<file path="config.mk">
export PLATFORM = sky130hd
export DESIGN_NAME = zsbt_ram
export DESIGN_NICKNAME = d
export VERILOG_FILES = /design/src/hw/rtl/zsbt_ram.sv
export SDC_FILE = /design/constraint.sdc
export NUM_CORES = 2
export LEC_CHECK = 0
export BUFFER_PORTS_ARGS = -buffer_cell sky130_fd_sc_hd__buf_2
export CORE_MARGIN = 4
export CORE_UTILIZATION = 63
export DETAILED_ROUTE_END_ITERATION = 10
export HOLD_SLACK_MARGIN = 0.05
export PLACE_DENSITY = 0.84
export SYNTH_ARGS = -nofsm -noshare
export SYNTH_HDL_FRONTEND = slang
export SYNTH_SLANG_ARGS = --single-unit
</file>
<file path="constraint.sdc">
create_clock -name clock -period 3.1 [get_ports clock]
set_input_delay 0.31 -clock clock [delete_from_list [all_inputs] [get_ports clock]]
set_output_delay 0.31 -clock clock [all_outputs]
set_load 0.005 [all_outputs]
</file>
<file path="src/hw/rtl/zsbt_ram.sv">
// Generic simple dual-port RAM: one write port, one read port, registered read.
// No dependencies.
module zsbt_ram #(
   parameter int WIDTH = 8,
   parameter int DEPTH = 256
) (
   input  logic                     clock,
   input  logic                     we,
   input  logic [$clog2(DEPTH)-1:0] waddr,
   input  logic [WIDTH-1:0]         wdata,
   input  logic [$clog2(DEPTH)-1:0] raddr,
   output logic [WIDTH-1:0]         rdata
);

   logic [WIDTH-1:0] mem_ff [DEPTH];
   logic [WIDTH-1:0] rdata_ff;

   always_ff @(posedge clock) begin
      if (we) begin
         mem_ff[waddr] <= wdata;
      end
      rdata_ff <= mem_ff[raddr];
   end

   assign rdata = rdata_ff;

endmodule

</file>
==> results_dict.tcl <==
set metrics [dict create \
    status "completed" \
    drv_cap 0 \
    min_period_ps 3080 \
    drt-initial-drc-count 8201 \
    coreArea_um2 126000 \
    placed_area_um2 84500 \
    cts_setup_buffers 0 \
    die_area_um2 132000 \
    place_inst 5629 \
    tightest_slew_ps 1340 \
    p_sw_mw 12.4 \
    cp_max_fo 1 \
    seqPwrFrac_pct 54.6 \
    synthArstFlopShare_pct 0 \
    drive_above_1_share_pct 27.9 \
    crit_required_ps 3740 \
    cp-start-kind "flip-flop" \
    overflow 0 \
    powerDensity_nw_per_um2 623 \
    syn2layout_area_growth_pct 13.6 \
    track_usage_pct 33.5 \
    io_pins 34 \
    hold_ws_ps 89.4 \
    drc 0 \
    clock_tree.buffer_depth 3 \
    swShare_pct 22.0 \
    syn-mean-instance-area_um2 21.3 \
    final_cell_mix "2048 x edfxtp_1, 454 x mux4_2, 395 x buf_4, 279 x nor2_1, 193 x clkbuf_16" \
    post-dp-hpwl_um 123000 \
    num_rows 130 \
    peakVddDrop_mv 0.533 \
    drv_slew 0 \
    p_clk_share_pct 40.0 \
    antenna_found_initial 7 \
    cts_tree "built" \
    power_leakage_nw 28.8 \
    critical_path.endpoint_type "flip-flop" \
    dp_slack_ps -541 \
    comb_power_share_pct 5.4 \
    die_h_um 363 \
    synth.distinct_cells 55 \
    finalNonFillerCells 5992 \
    vias 43700 \
    gp_congestion 0.898 \
    firstDrtPassIters 7 \
    synth_edf_count 2048 \
    path_class "reg -> reg" \
    routed_wire_length_per_instance_um 36.2 \
    slew_headroom_pct 10.1 \
    port_buffers 33 \
    clock_skew_ps 46.1 \
    clock_latency_ps 850 \
    grt_max_degree 117 \
    arrival_ps 3730 \
    clock.fmax_mhz 324 \
    initial_core_util_pct 63.4 \
    p_int_mw 43.9 \
    vias_per_cell 7.29 \
    min_path_type "in -> reg" \
    postLayoutCellArea_um2 90400 \
    grt_first_pass_wirelength_um 316000 \
    fin_nets 4201 \
    final_common_cell "edfxtp_1" \
    grt_pass1_vias 44100 \
    finalCritPeriodShare_pct 99.4 \
    synth_flop_cell "edfxtp_1" \
    tns_ps 0 \
    rsz0062_at_grt "false" \
    cts_max_level 4 \
    worst_slack_ps 17.3 \
    root_buffer "clkbuf_16" \
    fill_cells 6431 \
    syn_area_um2 79600 \
    setup_viol 0 \
    ys.warnings.count 0 \
    synth-seq-cells 2056 \
    syn_inst 3733 \
    ys_seq_area_share_pct 77.5 \
    synth_nets 3759 \
    cts_buffers 192 \
    clk_pin_slew_worst_paths_ps 60 \
    hold_violations 0 \
    antenna_left 0 \
    clkSinkCount 2056 \
    fp.dieW_um 363 \
    wl_um 217000 \
]
-- state kept, by name, summed over array words and instances (netlist names) --
register	count
mem_ff	2048
rdata	8
-- final cells by class --
class | count | area, µm² | share of cell area, %
flip-flops and latches | 2056 | 61700 | 68.2
inverters | 2 | 7.51 | 0.00830
diodes | 14 | 35.0 | 0.0387
clock buffers | 244 | 5080 | 5.62
well taps | 1650 | 2060 | 2.28
multi-input cells | 1442 | 16500 | 18.2
repair buffers | 481 | 4270 | 4.72
clock inverters | 103 | 812 | 0.898
-- repair_timing --
action / 4_1_cts / 5_1_grt
endpoints found under the setup margin: 0 / 1
hold buffers: 1 / 0
resized for setup: 0 / 1
endpoints found under the hold margin: 55 / 0
-- path summary, 6_finish.rpt --
| kind | to | slack (ps) | depth (start not counted) | start |
|---|---|---|---|---|
| setup reg to reg | rdata[1] | 20 | 5 | mem_ff[67][1] |
| setup / recovery | rdata[1] | 20 | 5 | mem_ff[67][1] |
| hold / removal | mem_ff[130][3] | 90 | 1 | wdata[3] |
| hold reg to reg | rdata[7] | 1190 | 5 | mem_ff[102][7] |
-- logic make-up after synthesis --
group | synth area share, %
muxes | 14.6
DFF | 77.5
and+or+nand+nor | 2.63
AOI/OAI and AO/OA | 3.42
buffers and inverters | 1.83
-- stage by stage --
stage / util (%) / power, mW
final: 72.0 / 56.3
after global routing: 72.0 / 57.7
after CTS: 72.0 / 56.2
after detailed placement: 67.3 / 34.2
after global placement: 67.3 / 34.1
after floorplan: - / 32.7
-- layer usage --
metal / wire [µm] / vias up / GRT usage (%)
met5: 47 / - / 0
met4: 12600 / 6 / 16.0
met3: 30700 / 842 / 10.3
met2: 104000 / 4241 / 52.2
met1: 69700 / 22000 / 44.2
li1: - / 16600 / -
-- power by group through the flow --
| stage | Combinational (mW) | Clock [mW] | Sequential [mW] |
|---|---|---|---|
| CTS | 2.96 | 22.6 | 30.7 |
| global route | 3.13 | 23.9 | 30.7 |
| global placement | 2.77 | 0 | 31.3 |
| floorplan | 1.49 | 0 | 31.3 |
| detailed placement | 2.87 | 0 | 31.3 |
| finish | 3.05 | 22.5 | 30.7 |
-- critical path, cell delays in order (launching register included) --
cell,delay (ps)
edfxtp_1,360
mux4_2,520
mux4_2,500
nor2b_1,170
nor4_1,1130
nor4_1,230
-- cell usage after synthesis, types with 4 or more instances --
library cell	n	area, µm²
buf_6	21	236
nand4_1	10	62.6
o32ai_1	4	35.0
nand3_1	34	170
a21oi_1	96	480
mux4_2	454	10200
buf_8	13	195
a22oi_1	133	998
nor3_1	22	110
o21ai_0	10	50.1
or2_2	4	25.0
o22a_1	5	43.8
nor4_1	24	150
nand2_1	33	124
o221ai_1	46	403
mux2i_1	134	1340
o22ai_1	28	175
nand2b_1	8	50.1
edfxtp_1	2048	61500
dfxtp_1	8	160
a211oi_1	16	120
o211ai_1	10	75.1
buf_12	8	160
buf_1	22	82.6
buf_4	27	203
nor2_1	282	1060
and2_1	6	37.5
a221oi_1	13	114
a22o_1	8	70.1
nor2b_1	31	194
buf_2	31	155
clkbuf_1	111	417
Note: power is estimated with default switching activity, not from simulation.
