**config.mk**
```make
export PLATFORM = sky130hd
export DESIGN_NAME = zsbt_eval
export DESIGN_NICKNAME = d
export VERILOG_FILES = /design/src/hw/rtl/zsbt_pkg.sv /design/src/hw/rtl/zsbt_eval.sv
export SDC_FILE = /design/constraint.sdc
export NUM_CORES = 1
export LEC_CHECK = 0
export ABC_AREA = 1
export BUFFER_PORTS_ARGS = -buffer_cell sky130_fd_sc_hd__buf_4
export CORE_AREA = 2 2 39 41
export DETAILED_ROUTE_END_ITERATION = 10
export DIE_AREA = 0 0 41 43
export SYNTH_ARGS = -nofsm -noshare
export SYNTH_HDL_FRONTEND = slang
export SYNTH_SLANG_ARGS = --single-unit
```
**constraint.sdc**
```tcl
create_clock -name vclk -period 4.31
set_input_delay 0.862 -clock vclk [all_inputs]
set_output_delay 0.862 -clock vclk [all_outputs]
set_load 0.01 [all_outputs]
```
**src/hw/rtl/zsbt_pkg.sv**
```systemverilog
// Shared constants, types and state encoding for the Zhang-Suen thinning core.
// No dependencies; every other file of the core except zsbt_ram imports this package.
package zsbt_pkg;

   localparam int MAX_WIDTH  = 256;
   localparam int MAX_HEIGHT = 256;

   // register field width and dimension reset value
   localparam int CFG_W     = 9;
   localparam int RESET_DIM = 256;

   localparam int COL_W  = $clog2(MAX_WIDTH);
   localparam int ROW_W  = $clog2(MAX_HEIGHT);
   // room for a dimension plus a small offset in compares
   localparam int WDIM_W = $clog2(MAX_WIDTH + 2);
   localparam int HDIM_W = $clog2(MAX_HEIGHT + 2);

   localparam int PIX_W = 8;
   localparam logic [PIX_W-1:0] PIX_ON  = 8'd255;
   localparam logic [PIX_W-1:0] PIX_OFF = 8'd0;

   localparam int CSR_AW = 3;
   localparam int CSR_DW = 32;

   localparam logic [0:0] REG_WIDTH  = 1'b0;
   localparam logic [0:0] REG_HEIGHT = 1'b1;

   localparam logic REQ_LOAD = 1'b0;

   localparam int NBR_MIN = 2;
   localparam int NBR_MAX = 6;

   typedef enum logic [3:0] {
      ST_IDLE,
      ST_LPAD,
      ST_RFETCH,
      ST_REMIT,
      ST_SP_FILL,
      ST_ROW_RUN,
      ST_ROW_WB,
      ST_ROW_NEXT
   } zsbt_state_type;

   typedef struct packed {
      logic [WDIM_W-1:0] width;
      logic [HDIM_W-1:0] height;
      logic              restart;
   } zsbt_cfg_type;

endpackage

```
**src/hw/rtl/zsbt_eval.sv**
```systemverilog
// 3x3 neighborhood test of one Zhang-Suen subpass; shared by every pixel.
// Depends on zsbt_pkg.
module zsbt_eval import zsbt_pkg::*; (
   input  logic [2:0] north_row,   // bit 0 west, bit 1 center, bit 2 east
   input  logic [2:0] mid_row,
   input  logic [2:0] south_row,
   input  logic       second,
   output logic       mark
);

   logic [7:0] n;
   logic [3:0] cnt;
   logic [3:0] trans;
   logic       m1, m2;

   // clockwise from north
   assign n = {north_row[0], mid_row[0], south_row[0], south_row[1],
               south_row[2], mid_row[2], north_row[2], north_row[1]};

   always_comb begin
      cnt   = '0;
      trans = '0;
      for (int k = 0; k < 8; k++) begin
         cnt = cnt + 4'(n[k]);
         if (!n[k] && n[3'(k + 1)]) begin
            trans = trans + 4'd1;
         end
      end
      if (!second) begin
         m1 = n[0] & n[2] & n[4];
         m2 = n[2] & n[4] & n[6];
      end else begin
         m1 = n[0] & n[2] & n[6];
         m2 = n[0] & n[4] & n[6];
      end
      mark = mid_row[1] && (trans == 4'd1) && (cnt >= 4'(NBR_MIN)) &&
             (cnt <= 4'(NBR_MAX)) && !m1 && !m2;
   end

endmodule
```
==> results of run 1 <==
==> worst max-delay path, stage by stage <==
cell	delay, ns
buf_4	0.12
fa_1	0.52
inv_1	0.05
fa_1	0.45
fa_1	0.49
inv_1	0.04
ha_2	0.18
fa_2	0.53
inv_1	0.04
nand2_1	0.07
nand3_2	0.08
nor2_2	0.07
buf_4	0.12
==> cell usage in the layout (no fill, tap or decap) <==
master / Yosys / final
nand2_2: 1 / 1
nor2_2: 1 / 2
ha_2: 0 / 1
nand2_1: 14 / 14
xor2_2: 0 / 1
buf_4: 0 / 14
nor2_1: 2 / 1
ha_1: 5 / 4
or2_0: 1 / 1
nand3_2: 1 / 2
fa_2: 0 / 1
fa_1: 4 / 3
nand3_1: 4 / 3
nand2_4: 2 / 2
o21ai_0: 1 / 1
inv_1: 16 / 16
inv_2: 3 / 3
a21oi_1: 1 / 1
==> repair_timing <==
item,CTS,global route
gates cloned,0,0
pin swaps,0,1
hold endpoints to repair,0,0
gates resized for setup,3,1
setup endpoints to repair,1,1
hold buffers,0,0
==> path summary, 6_finish.rpt <==
| path | slack (ns) | from | cells after the start | end |
|---|---|---|---|---|
| max | -0.18 | north_row[0] | 13 | mark |
| min | 2.19 | mid_row[1] | 6 | mark |
==> area by class of cell <==
class | count | area [um2] | share of cell area
multi-input combinational | 38 | 313 | 0.614
inverter | 19 | 71.3 | 0.140
timing repair buffer | 14 | 105 | 0.206
tap | 16 | 20.0 | 0.0393
==> metal layers <==
metal	global-route usage	wire length (um)	up-vias
met5	0	0	-
met4	0	0	0
met3	0	18	0
met2	0.206	438	3
met1	0.120	249	157
li1	-	-	190
==> cells by family (layout without fill, tap and decap cells) <==
family	count (synthesis)	count (layout)	synth area share
fa+ha+maj	9	9	0.392
compound gates	2	2	0.0275
xor+xnor	1	1	0.0241
simple gates	26	26	0.361
buf+inv	19	33	0.196
==> per-stage QoR <==
stage / worst slack (ns) / instances
after floorplan: 0.0168 / 57
after global placement: -0.265 / 87
after detailed placement: -0.292 / 87
after CTS: -0.210 / 87
after global routing: -0.334 / 87
final: -0.182 / 87
==> power groups by stage <==
| stage | logic (mW) | clock network (mW) | registers (mW) |
|---|---|---|---|
| CTS | 0.0858 | 0 | 0 |
| detailed placement | 0.0808 | 0 | 0 |
| global route | 0.105 | 0 | 0 |
| global placement | 0.0780 | 0 | 0 |
| finish | 0.0881 | 0 | 0 |
| floorplan | 0.0543 | 0 | 0 |
==> impl_metrics.csv, run 1 <==
group,metric,value,unit
sta,hold_ws,2.19,ns
cells_and_area,area_delta_synth_final,39.9,%
synthesis,ys_top_cells_by_area,"fa_1 22%, ha_1 17%, inv_1 16%",
sta,tightestPinTransition,0.185,ns
floorplan,die_w,41,um
hold_path,hold_path.class,"in2out",
sta,fin_tns_setup,-0.182,ns
pwr,power.leakage,0.328,nW
pwr,p_int,42.4,uW
drt,drt_wl_total,706,um
placed_design,hpwlAfterDp,660,um
cells_and_area,flops_and_latches,0,
sta,slew_viol_final,0,
global_routing,grt_usage,0.104,
synthesis,synth_top_cell_area_share,0.220,
drt,vias,350,
sta,layout_setup_ws,-0.182,ns
drt,drt_pass1_iterations,4,
sta,hold_viol_final,0,
cells_and_area,ff_latch_area,0,um2
floorplan,dieArea,1760,um2
critical_path,startpoint_type,"input pin",
cells_and_area,nClkBuffers,0,
critical_path,required,3.45,ns
sta,slew_headroom,0.877,
synthesis,synth_nets,76,
global_routing,globalRouteOverflowTotal,0,
cells_and_area,drive_above_1_share,0.380,
critical_path,cp.arrival,3.63,ns
cells_and_area,antenna_cells,0,
cells_and_area,nFillCells,156,
pwr,ir_worst_vdd,102,uV
drt,drt_iter0_drc,2,
floorplan,ios,11,
placed_design,place_congestion,0.736,
sta,setup_viol,1,
sta,rsz0062_at_grt,"true",
pwr,clockPowerShare,0,
critical_path,cp-end-kind,"output port",
sta,finalCritPeriodShare,1.04,
synthesis,synthCells,57,
synthesis,ys_top_cells_by_count,"16 x inv_1, 14 x nand2_1, 5 x ha_1",
critical_path,path_max_fanout,2,
synthesis,yosysUniqueCellTypes,15,
drt,vias_per_cell,4.02,
global_routing,grt_pass1_wl,1.31,mm
cells_and_area,final_core_util,0.368,
run_status,violations,"negative setup slack",
synthesis,syn_area,364,um2
sta,max_freq,223,MHz
clocking,cts_setup_buffers,0,
run_status,status,"finished, violations left",
cells_and_area,final_cell_area,509,um2
drt,drc_errors,0,
pwr,netSwitchingPower,45.7,uW
pwr,seqPwrFrac,0,
pwr,power,88.1,uW
pwr,powerDensity,173,nW/um2
synthesis,synth_top_area_cell,"fa_1",
floorplan,initial_core_util,0.263,
global_routing,antenna_found_initial,0,
synthesis,synth_most_common_cell,"inv_1",
run,drv_cap,0,
placed_design,place_area,492,um2
global_routing,grt_pass1_vias,330,
synthesis,yosysSeqAreaShare,0,
drt,wl_per_cell,8.11,um
synthesis,ys_warn_count,0,
pwr,pwr-share-comb,1.000,
synthesis,synth.avg_cell_area,6.39,um2
floorplan,die_h,43,um
pwr,switching_share,0.519,
sta,min_period,4.49,ns
floorplan,rows,14,
floorplan,core,1380,um2
drt,ant_nets,0,
cells_and_area,nets,92,
placed_design,portBuffers,11,
global_routing,grt_max_degree,5,
critical_path,path_class,"in2out",
Note: power is estimated with default switching activity, not from simulation.
==> run 2, diff against run 1 <==
Settings changed: BUFFER_PORTS_ARGS -buffer_cell sky130_fd_sc_hd__buf_4 to unset, DONT_BUFFER_PORTS set to 1.
==> run 2 against run 1 <==
  * The flow now finishes without violations
  * Utilization decreased by 8.0 points
  * Fmax increased by 4.5%
  * Critical path depth decreased by 2
  * Final area decreased by 22%
  * Routed wire length decreased by 8.5%
  * Global-route usage decreased by 1.0 points
  * Non-clock buffer count decreased by 14
  * Count of clock-buffer cells in the layout unchanged
  * Die area unchanged
  * Via count decreased by 16%
  * First-iteration DRC count increased by 100%
==> impl_metrics.csv, run 2 (synthesis gave the netlist of run 1 again) <==
group,metric,value,unit
drt,ant_nets,0,
sta,max_freq,233,MHz
cells_and_area,ff_latch_area,0,um2
critical_path,cp_top_family,"adder cells",
drt,vias,294,
floorplan,core,1380,um2
placed_design,portBuffers,0,
cells_and_area,flops_and_latches,0,
cells_and_area,nClkBuffers,0,
cells_and_area,nFillCells,159,
placed_design,dp.cells,73,
cells_and_area,final_cells,73,
sta,finalCritPeriodShare,0.997,
critical_path,cp-end-kind,"output port",
global_routing,grt_usage,0.0937,
sta,slew_viol_final,0,
critical_path,cp.buffers_inverters,3,
critical_path,cp_slowest_cell,"fa_2",
run_status,status,"finished, final reports clean",
critical_path,path_class,"in2out",
pwr,ir_worst_vdd,70.4,uV
critical_path,cp.arrival,3.44,ns
cells_and_area,nets,78,
global_routing,grt_pass1_wl,1.21,mm
cells_and_area,area_delta_synth_final,9.62,%
pwr,powerDensity,169,nW/um2
global_routing,grt_pass1_vias,264,
drt,drt_wl_total,646,um
sta,tightestPinTransition,0.177,ns
placed_design,hpwlAfterDp,596,um
critical_path,crit_chain,"fa_1, inv_1, fa_1, fa_1, inv_1, ha_2, fa_2, inv_1, nand2_1, nand3_1, nor2_2",
drt,vias_per_cell,4.03,
drt,wl_per_cell,8.85,um
floorplan,rows,14,
placed_design,dp_worst_setup_slack,-0.0880,ns
placed_design,place_congestion,0.727,
critical_path,startpoint_type,"input pin",
floorplan,ios,11,
clocking,cts_hold_buf,0,
drt,drc_errors,0,
floorplan,initial_core_util,0.263,
floorplan,dieArea,1760,um2
critical_path,path_max_fanout,2,
hold_path,hold_path.class,"in2out",
floorplan,die_w,41,um
cells_and_area,mostFrequentLayoutCell,"inv_1",
sta,setup_viol,0,
cells_and_area,antenna_cells,0,
sta,min_period,4.30,ns
cells_and_area,multi_input_area,308,um2
sta,layout_setup_ws,0.0110,ns
drt,drt_pass1_iterations,4,
sta,hold_viol_final,0,
sta,rsz0062_at_grt,"true",
cells_and_area,drive_above_1_share,0.211,
pwr,power.leakage,0.257,nW
global_routing,antenna_found_initial,0,
critical_path,critPathMaxStageDelay,0.53,ns
floorplan,die_h,43,um
critical_path,required,3.45,ns
run,drv_cap,0,
global_routing,globalRouteOverflowTotal,0,
sta,slew_headroom,0.882,
global_routing,grt_max_degree,5,
cells_and_area,layout_common_cells,"16 x inv_1, 14 x nand2_1, 4 x nand3_1, 4 x ha_1",
drt,drt_iter0_drc,4,
run 2: changes by cell type in the layout (fill, tap and decap cells not counted):
cell     previous run  this run
nand3_2             2         1
buf_4              14         0
nand3_1             3         4
run 2: routing by layer:
layer  wire length [um]  up-vias  share of wire  global-route usage
li1                   -      163              -                   -
met1                263      128           0.41               0.136
met2                359        3           0.56               0.156
met3                 24        0          0.037             0.00524
met4                  0        0              0                   0
met5                  0        -              0                   0
run 2: through the flow:
stage          hold slack [ns]  TNS, ns  instance area (um2)  power (mW)  utilization
4_1_cts                   1.97        0                  392      0.0653        0.283
3_3_place_gp              1.97  -0.0741                  387      0.0617        0.279
3_5_place_dp              1.97  -0.0880                  387      0.0632        0.279
6_report                  1.97        0                  399      0.0674        0.288
5_1_grt                   2.00   -0.142                  399      0.0829        0.288
2_1_floorplan             1.94        0                  367      0.0543            -
run 2: worst min-delay path, stage by stage:
cell	delay (ns)
nand3_1	0.08
nor2_2	0.04
nand2_1	0.07
nor2_2	0.05
run 2: cell type report:
type | count | share of cell area
multi-input cells | 38 | 0.771
well taps | 16 | 0.0502
inverters | 19 | 0.179
run 2: path summary, 6_finish.rpt:
| check | startpoint | endpoint | slack [ns] | cells after the start |
|---|---|---|---|---|
| hold / removal | mid_row[1] | mark | 1.97 | 4 |
| setup / recovery | north_row[0] | mark | 0.01 | 11 |
run 2: timing repair:
item,CTS,global route
setup endpoints to repair,1,1
pin swaps,1,0
setup buffers,0,0
resized for setup,2,1
run 2: power by group:
part           total (mW)  switching [mW]  internal (mW)
Clock                   0               0              0
Sequential              0               0              0
Combinational      0.0674          0.0374         0.0299
