$ cat src/hw/rtl/zsbt_pkg.sv
// Shared constants, types and state encoding for the Zhang-Suen thinning core.
// No dependencies; every other file of the core except zsbt_ram imports this package.
package zsbt_pkg;

   localparam int MAX_WIDTH  = 256;
   localparam int MAX_HEIGHT = 256;

   // register field width and dimension reset value
   localparam int CFG_W     = 9;
   localparam int RESET_DIM = 256;

   localparam int COL_W  = $clog2(MAX_WIDTH);
   localparam int ROW_W  = $clog2(MAX_HEIGHT);
   // room for a dimension plus a small offset in compares
   localparam int WDIM_W = $clog2(MAX_WIDTH + 2);
   localparam int HDIM_W = $clog2(MAX_HEIGHT + 2);

   localparam int PIX_W = 8;
   localparam logic [PIX_W-1:0] PIX_ON  = 8'd255;
   localparam logic [PIX_W-1:0] PIX_OFF = 8'd0;

   localparam int CSR_AW = 3;
   localparam int CSR_DW = 32;

   localparam logic [0:0] REG_WIDTH  = 1'b0;
   localparam logic [0:0] REG_HEIGHT = 1'b1;

   localparam logic REQ_LOAD = 1'b0;

   localparam int NBR_MIN = 2;
   localparam int NBR_MAX = 6;

   typedef enum logic [3:0] {
      ST_IDLE,
      ST_LPAD,
      ST_RFETCH,
      ST_REMIT,
      ST_SP_FILL,
      ST_ROW_RUN,
      ST_ROW_WB,
      ST_ROW_NEXT
   } zsbt_state_type;

   typedef struct packed {
      logic [WDIM_W-1:0] width;
      logic [HDIM_W-1:0] height;
      logic              restart;
   } zsbt_cfg_type;

endpackage

$ cat src/hw/rtl/zsbt_csr.sv
// APB-style register block: image width and height, clamped effective sizes.
// Depends on zsbt_pkg.
module zsbt_csr import zsbt_pkg::*; (
   input  logic              clock,
   input  logic              reset,
   input  logic              csr_psel,
   input  logic              csr_penable,
   input  logic              csr_pwrite,
   input  logic [CSR_AW-1:0] csr_paddr,
   input  logic [CSR_DW-1:0] csr_pwdata,
   output logic [CSR_DW-1:0] csr_prdata,
   output logic              csr_pready,
   output zsbt_cfg_type      cfg
);

   logic [CFG_W-1:0] width_ff, width_in;
   logic [CFG_W-1:0] height_ff, height_in;
   logic             wr;
   logic [0:0]       idx;

   assign wr  = csr_psel && csr_penable && csr_pwrite;
   assign idx = csr_paddr[CSR_AW-1:2];

   always_comb begin
      width_in  = width_ff;
      height_in = height_ff;
      if (wr) begin
         unique case (idx)
            REG_WIDTH:  width_in  = csr_pwdata[CFG_W-1:0];
            REG_HEIGHT: height_in = csr_pwdata[CFG_W-1:0];
            default:    ;
         endcase
      end
   end

   always_ff @(posedge clock) begin
      if (reset) begin
         width_ff  <= CFG_W'(RESET_DIM);
         height_ff <= CFG_W'(RESET_DIM);
      end else begin
         width_ff  <= width_in;
         height_ff <= height_in;
      end
   end

   always_comb begin
      unique case (idx)
         REG_WIDTH:  csr_prdata = CSR_DW'(width_ff);
         REG_HEIGHT: csr_prdata = CSR_DW'(height_ff);
         default:    csr_prdata = '0;
      endcase
   end

   assign csr_pready = 1'b1;

   // zero means one, anything past the maximum means the maximum
   always_comb begin
      if (width_ff == '0) begin
         cfg.width = WDIM_W'(1);
      end else if (int'(width_ff) > MAX_WIDTH) begin
         cfg.width = WDIM_W'(MAX_WIDTH);
      end else begin
         cfg.width = WDIM_W'(width_ff);
      end
      if (height_ff == '0) begin
         cfg.height = HDIM_W'(1);
      end else if (int'(height_ff) > MAX_HEIGHT) begin
         cfg.height = HDIM_W'(MAX_HEIGHT);
      end else begin
         cfg.height = HDIM_W'(height_ff);
      end
      cfg.restart = wr;
   end

endmodule

$ cat config.mk
export PLATFORM = sky130hd
export DESIGN_NAME = zsbt_csr
export DESIGN_NICKNAME = d
export VERILOG_FILES = /design/src/hw/rtl/zsbt_pkg.sv /design/src/hw/rtl/zsbt_csr.sv
export SDC_FILE = /design/constraint.sdc
export NUM_CORES = 1
export LEC_CHECK = 0
export BUFFER_PORTS_ARGS = -buffer_cell sky130_fd_sc_hd__buf_4
export CORE_MARGIN = 2
export CORE_UTILIZATION = 36
export DETAILED_ROUTE_END_ITERATION = 8
export PLACE_DENSITY_LB_ADDON = 0.15
export SETUP_SLACK_MARGIN = 0.05
export SLEW_MARGIN = 5
export SYNTH_ARGS = -nofsm -noshare
export SYNTH_HDL_FRONTEND = slang
export SYNTH_SLANG_ARGS = --single-unit
$ cat constraint.sdc
create_clock -name clock -period 1 [get_ports clock]
set_input_delay 0.1 -clock clock [delete_from_list [all_inputs] [get_ports clock]]
set_output_delay 0.1 -clock clock [all_outputs]
set_load 0.01 [all_outputs]
==> results.yml, run 1 <==
hold_path:
  hold_class: "in2reg"
  hp-start: "csr_pwdata[8]"
die:
  pin_count: 92
  die_height_um: 62.6
  die_w_um: 62.6
  initial_core_util: 0.374
  coreArea_mm2: 0.00331
  die_area_mm2: 0.00392
  row_count: 21
synth:
  yosysSeqAreaShare: 0.291
  avgSynthCellArea_um2: 9.17
  ys_ff_latch: 18
  async_reset_ff_frac: 0
  synth-main-ff-cell: "dfxtp_1"
  synth_edf_count: 0
  synth.most_common_cell: "buf_4"
  synth.cell_area_mm2: 0.00124
  yosysTopAreaCellShare: 0.291
  netlist_top_cells_count: "26 x buf_4, 22 x nand2b_1, 18 x dfxtp_1, 18 x mux2i_1, 14 x nor2b_1"
  syn_inst: 135
  ys_types: 22
  synth.area.top_cells: "dfxtp_1 29%, buf_4 16%, mux2i_1 15%"
  ys.warnings.count: 0
  synth_top_area_cell: "dfxtp_1"
clock_tree:
  clockRootBuffer: "clkbuf_4"
  insertion_delay_ps: 290
  cts.clk_slew.worst_paths_ps: 110
  clock_sinks: 18
  cts_buffers: 3
  clockBufferDepth: 2
  tritoncts: "built"
  h-tree-depth: 1
timing:
  clock_skew_ps: 0
  finalCritPeriodShare: 1.56
  min_period_ps: 1560
  setup_viol: 27
  finalMaxSlewViolations: 0
  fmax_mhz: 640
  rsz0062_at_grt: "true"
  setup_ws_ps: -563
  hold_violations: 0
drt:
  drc: 0
  wirelength_um: 3130
  drt_iter0_drc: 26
  viasPerCell: 4.34
  wl_per_cell_um: 12.9
  num_vias: 1055
  drt_pass1_iterations: 4
  drt.antenna.violating_nets: 0
critical_path:
  end_kind: "output port"
  cp_num_cells: 3
  crit_path_top_delay_cell: "or4_4"
  crit_end: "cfg[1]"
  cpPeakStageDelay_ps: 540
  r2r-end: "height_ff[8]"
  worst_ep_required_time_ps: 900
  crit_path_max_fanout: 3
  cp_top_family: "simple AND/OR/NAND/NOR gates"
  r2r_setup_slack_ps: 30
  path_class: "reg2out"
  critPathBufInv: 1
  startpoint_type: "register"
  r2r-start: "height_ff[8]"
  path_cells: "or4_4, o22ai_2, buf_4"
  r2r_cells: 5
  critPathArrivalTime_ps: 1460
  startpoint: "height_ff[2]"
global_route:
  grt_antenna_before_repair: 0
  grt_max_degree: 28
  overflow: 0
  grt_first_pass_wirelength_um: 5040
  grt_pass1_vias: 1036
  grt_use_total: 0.160
power_and_ir_drop:
  power_density_mw_per_mm2: 759
  total_power_mw: 1.53
  p_leak_nw: 0.918
  ir_worst_vdd_uv: 378
outcome:
  status: "finished, violations left"
  violations: "setup timing"
placed_design:
  portBuffers: 42
  gp_congestion: 0.720
  dpl_cell_area_mm2: 0.00160
  dpl.hpwl_um: 2100
cells_and_area:
  syn_to_final_growth_pct: 63.2
  layout.nets: 238
  drive_above_1_share: 0.604
  fillers: 295
  stdcell_area_mm2: 0.00202
  diodes: 0
job:
  drv_cap: 0
[metrics by stage]
stage | cells | setup WS (ps) | utilization | hold slack, ps | TNS [ps]
2_1_floorplan | 157 | -84.8 | - | 271 | -169
3_3_place_gp | 227 | -229 | 0.482 | 389 | -439
3_5_place_dp | 227 | -245 | 0.482 | 402 | -462
4_1_cts | 238 | -561 | 0.560 | 81.5 | -6120
5_1_grt | 243 | -600 | 0.610 | 78.6 | -7560
6_report | 243 | -563 | 0.610 | 92.1 | -6070
[worst min-delay path, delay by kind of cell]
| family | cells | cell delay (ps) |
|---|---|---|
| buffers and inverters | 1 | 80 |
| multiplexers | 1 | 120 |
| AND/OR/NAND/NOR | 1 | 50 |
[cells by family (layout without fill, tap and decap cells)]
| family | count (synthesis) | in the layout | share of synthesized area |
|---|---|---|---|
| AND/OR/NAND/NOR | 51 | 51 | 0.274 |
| buffers and inverters | 35 | 75 | 0.186 |
| multiplexers | 26 | 26 | 0.218 |
| flip-flops | 18 | 18 | 0.291 |
| AO/OA/AOI/OAI | 3 | 3 | 0.0243 |
| other | 2 | 24 | 0.00607 |
[cell usage in the layout (no fill, tap or decap), drive strengths merged, types with 2 or more instances in the layout]
cell    instances
buf            69
inv             2
mux2i          18
nand2b         22
dfxtp          18
nor2            3
or2b            2
nor2b          14
clkbuf          4
o22ai           2
conb           24
or4             4
mux2            8
[power by group]
| group | switching (mW) | internal (mW) |
|---|---|---|
| Sequential | 0.0118 | 0.735 |
| Combinational | 0.156 | 0.171 |
| Clock | 0.236 | 0.222 |
[layer usage]
layer | share of wire | vias to the layer above | global-route usage
li1 | - | 525 | -
met4 | 0.0061 | 0 | 0.0583
met5 | 0 | - | 0
met3 | 0.057 | 2 | 0.0360
met2 | 0.49 | 45 | 0.253
met1 | 0.45 | 483 | 0.215
[flip-flops by register name, summed over array words and instances (netlist names)]
signal,cells
height_ff,9
width_ff,9
[area by class of cell]
cell class	instances	area (µm²)	area share
flip-flops and latches	18	382	0.189
repair buffers	69	688	0.341
inverters	2	7.51	0.00372
clock buffers	4	36.3	0.0180
multi-input cells	104	848	0.420
well taps	46	57.6	0.0285
[worst min-delay path by stage]
| stage | slack, ps | end | cells after the start |
|---|---|---|---|
| final | 90 | height_ff[8] | 3 |
| after global routing | 80 | height_ff[4] | 3 |
| after detailed placement | 400 | height_ff[6] | 3 |
| after CTS | 80 | height_ff[6] | 3 |
| after floorplan | 270 | height_ff[8] | 2 |
| after global placement | 390 | height_ff[8] | 3 |
[what timing repair did]
action	CTS	global route
endpoints found under the setup margin	27	29
gates resized for setup	58	34
hold buffers	0	0
pin swaps	5	3
buffers inserted	8	7
hold endpoints to repair	0	0
(Power assumes the default switching activity.)
==> inputs of run 2 (changes only) <==
--- a/config.mk
+++ b/config.mk
@@ -6,8 +6,10 @@
 export NUM_CORES = 1
 export LEC_CHECK = 0
 export BUFFER_PORTS_ARGS = -buffer_cell sky130_fd_sc_hd__buf_4
+export CELL_PAD_IN_SITES_DETAIL_PLACEMENT = 1
+export CELL_PAD_IN_SITES_GLOBAL_PLACEMENT = 2
 export CORE_MARGIN = 2
-export CORE_UTILIZATION = 36
+export CORE_UTILIZATION = 19
 export DETAILED_ROUTE_END_ITERATION = 8
 export PLACE_DENSITY_LB_ADDON = 0.15
 export SETUP_SLACK_MARGIN = 0.05
==> run 2 against run 1 <==
The flow still finishes with violations (setup timing). Sequential power hardly changed. Total power is 11% higher. Sequential share of layout area is 0.40 points lower. Register-to-register slack gained 80 ps. Core utilization down 28 points.
==> results.yml, run 2 (synthesis results as in run 1) <==
power_and_ir_drop:
  p_seq_frac: 0.439
  ir_worst_vdd_uv: 407
  p_int_mw: 1.27
  p_sw_mw: 0.437
  power.share.clock: 0.358
  p_leak_nw: 0.940
  p_sw_frac: 0.256
  power_density_mw_per_mm2: 823
  comb_power_share: 0.203
drt:
  drt_pass1_iterations: 3
  drc: 0
  drt.antenna.violating_nets: 0
  drt_iter0_drc: 17
  wl_per_cell_um: 13.8
  num_vias: 1076
  wirelength_um: 3770
  viasPerCell: 3.93
global_route:
  grt_max_degree: 28
  overflow: 0
  grt_pass1_vias: 1116
  grt_antenna_before_repair: 0
  grt_use_total: 0.105
  grt_first_pass_wirelength_um: 5950
timing:
  fmax_mhz: 666
  min_period_ps: 1500
  clock_skew_ps: 0
  setup_ws_ps: -502
  setup_viol: 24
  finalCritPeriodShare: 1.50
  rsz0062_at_grt: "true"
  hold_violations: 0
  finalMaxSlewViolations: 0
job:
  drv_cap: 0
cells_and_area:
  drive_above_1_share: 0.604
  diodes: 0
  layout_common_cells: "33 x buf_4, 30 x buf_6, 24 x conb_1"
  syn_to_final_growth_pct: 67.2
  largestRegisters: "height_ff (9), width_ff (9)"
  layout_commonest_cell: "buf_4"
  finalNonFillerCells: 274
  fillers: 746
  layout.nets: 238
clock_tree:
  clockRootBuffer: "clkbuf_8"
  clock_sinks: 18
  clockBufferDepth: 2
  insertion_delay_ps: 250
  tritoncts: "built"
  cts.clk_slew.worst_paths_ps: 80
  cts_buffers: 3
  h-tree-depth: 1
hold_path:
  worstHoldEndpoint: "height_ff[4]"
  hold_class: "in2reg"
  hp-start: "csr_pwdata[4]"
  hold_depth: 3
critical_path:
  path_cells: "or4_4, o22ai_4, buf_6"
  crit_path_top_delay_cell: "or4_4"
  end_kind: "output port"
  critPathArrivalTime_ps: 1400
  worst_ep_required_time_ps: 900
  r2r_setup_slack_ps: 110
  r2r-start: "width_ff[8]"
  path_class: "reg2out"
  startpoint: "height_ff[1]"
  r2r-end: "width_ff[8]"
  r2r_cells: 4
  startpoint_type: "register"
  crit_path_max_fanout: 2
  cpPeakStageDelay_ps: 540
outcome:
  status: "finished, violations left"
  violations: "setup timing"
placed_design:
  dpl.hpwl_um: 2720
  place_ws_ps: -235
  portBuffers: 42
  dp_cells: 260
  gp_congestion: 0.664
die:
  pin_count: 92
  die_area_mm2: 0.00717
  coreArea_mm2: 0.00631
  die_w_um: 84.7
  initial_core_util: 0.196
  die_height_um: 84.7
  row_count: 29
[run 2: cell counts in the layout (fill, tap and decap cells not counted)]
Identical to the previous run, type by type.
[run 2: how the worst max path moves through the flow]
stage	slack, ps	cells after the start	endpoint
final	-500	3	cfg[1]
after detailed placement	-240	3	cfg[1]
after global placement	-240	3	cfg[1]
after floorplan	-80	2	cfg[10]
after CTS	-510	3	cfg[1]
after global routing	-550	3	cfg[1]
[run 2: final cells by class]
class                           count  area [µm²]  area share
Sequential cell                    18         383       0.185
Timing Repair Buffer               69         701       0.339
Multi-Input combinational cell    104         827       0.400
Clock buffer                        4        55.1      0.0266
Inverter                            2        7.51     0.00363
Tap cell                           77        96.3      0.0466
[run 2: repair_timing]
action | in CTS | in global routing
resized for setup | 51 | 30
buffers inserted | 4 | 9
hold buffers | 0 | 0
setup endpoints to repair | 27 | 27
pin swaps | 4 | 3
[run 2: per-layer routing]
layer  GRT usage  vias to the layer above  wire, µm
li1            -                      521         -
met1       0.136                      519      1670
met2       0.178                       34      1920
met4      0.0303                        0        24
met5           0                        -         0
met3      0.0206                        2       165
[run 2: stage by stage]
stage	setup TNS (ps)	power [mW]	utilization	hold slack [ps]	instance area [µm²]
2_1_floorplan	-169	0.982	-	271	1320
3_3_place_gp	-432	1.05	0.265	390	1670
3_5_place_dp	-445	1.05	0.265	409	1670
4_1_cts	-4450	1.70	0.304	135	1920
5_1_grt	-5180	1.79	0.328	142	2070
6_report	-4160	1.70	0.328	132	2070
[run 2: power by group through the flow]
stage / Combinational (mW) / Clock, mW / Sequential [mW]
after floorplan: 0.224 / 0 / 0.758
after global placement: 0.289 / 0 / 0.757
after detailed placement: 0.290 / 0 / 0.759
after CTS: 0.323 / 0.635 / 0.746
after global routing: 0.375 / 0.665 / 0.749
final: 0.347 / 0.610 / 0.747
[run 2: worst max-delay path: cells and delay by family (launching register included)]
family          cells  cell delay, ps
flops               1             320
simple gates        1             540
buf+inv             1             130
compound gates      1             160
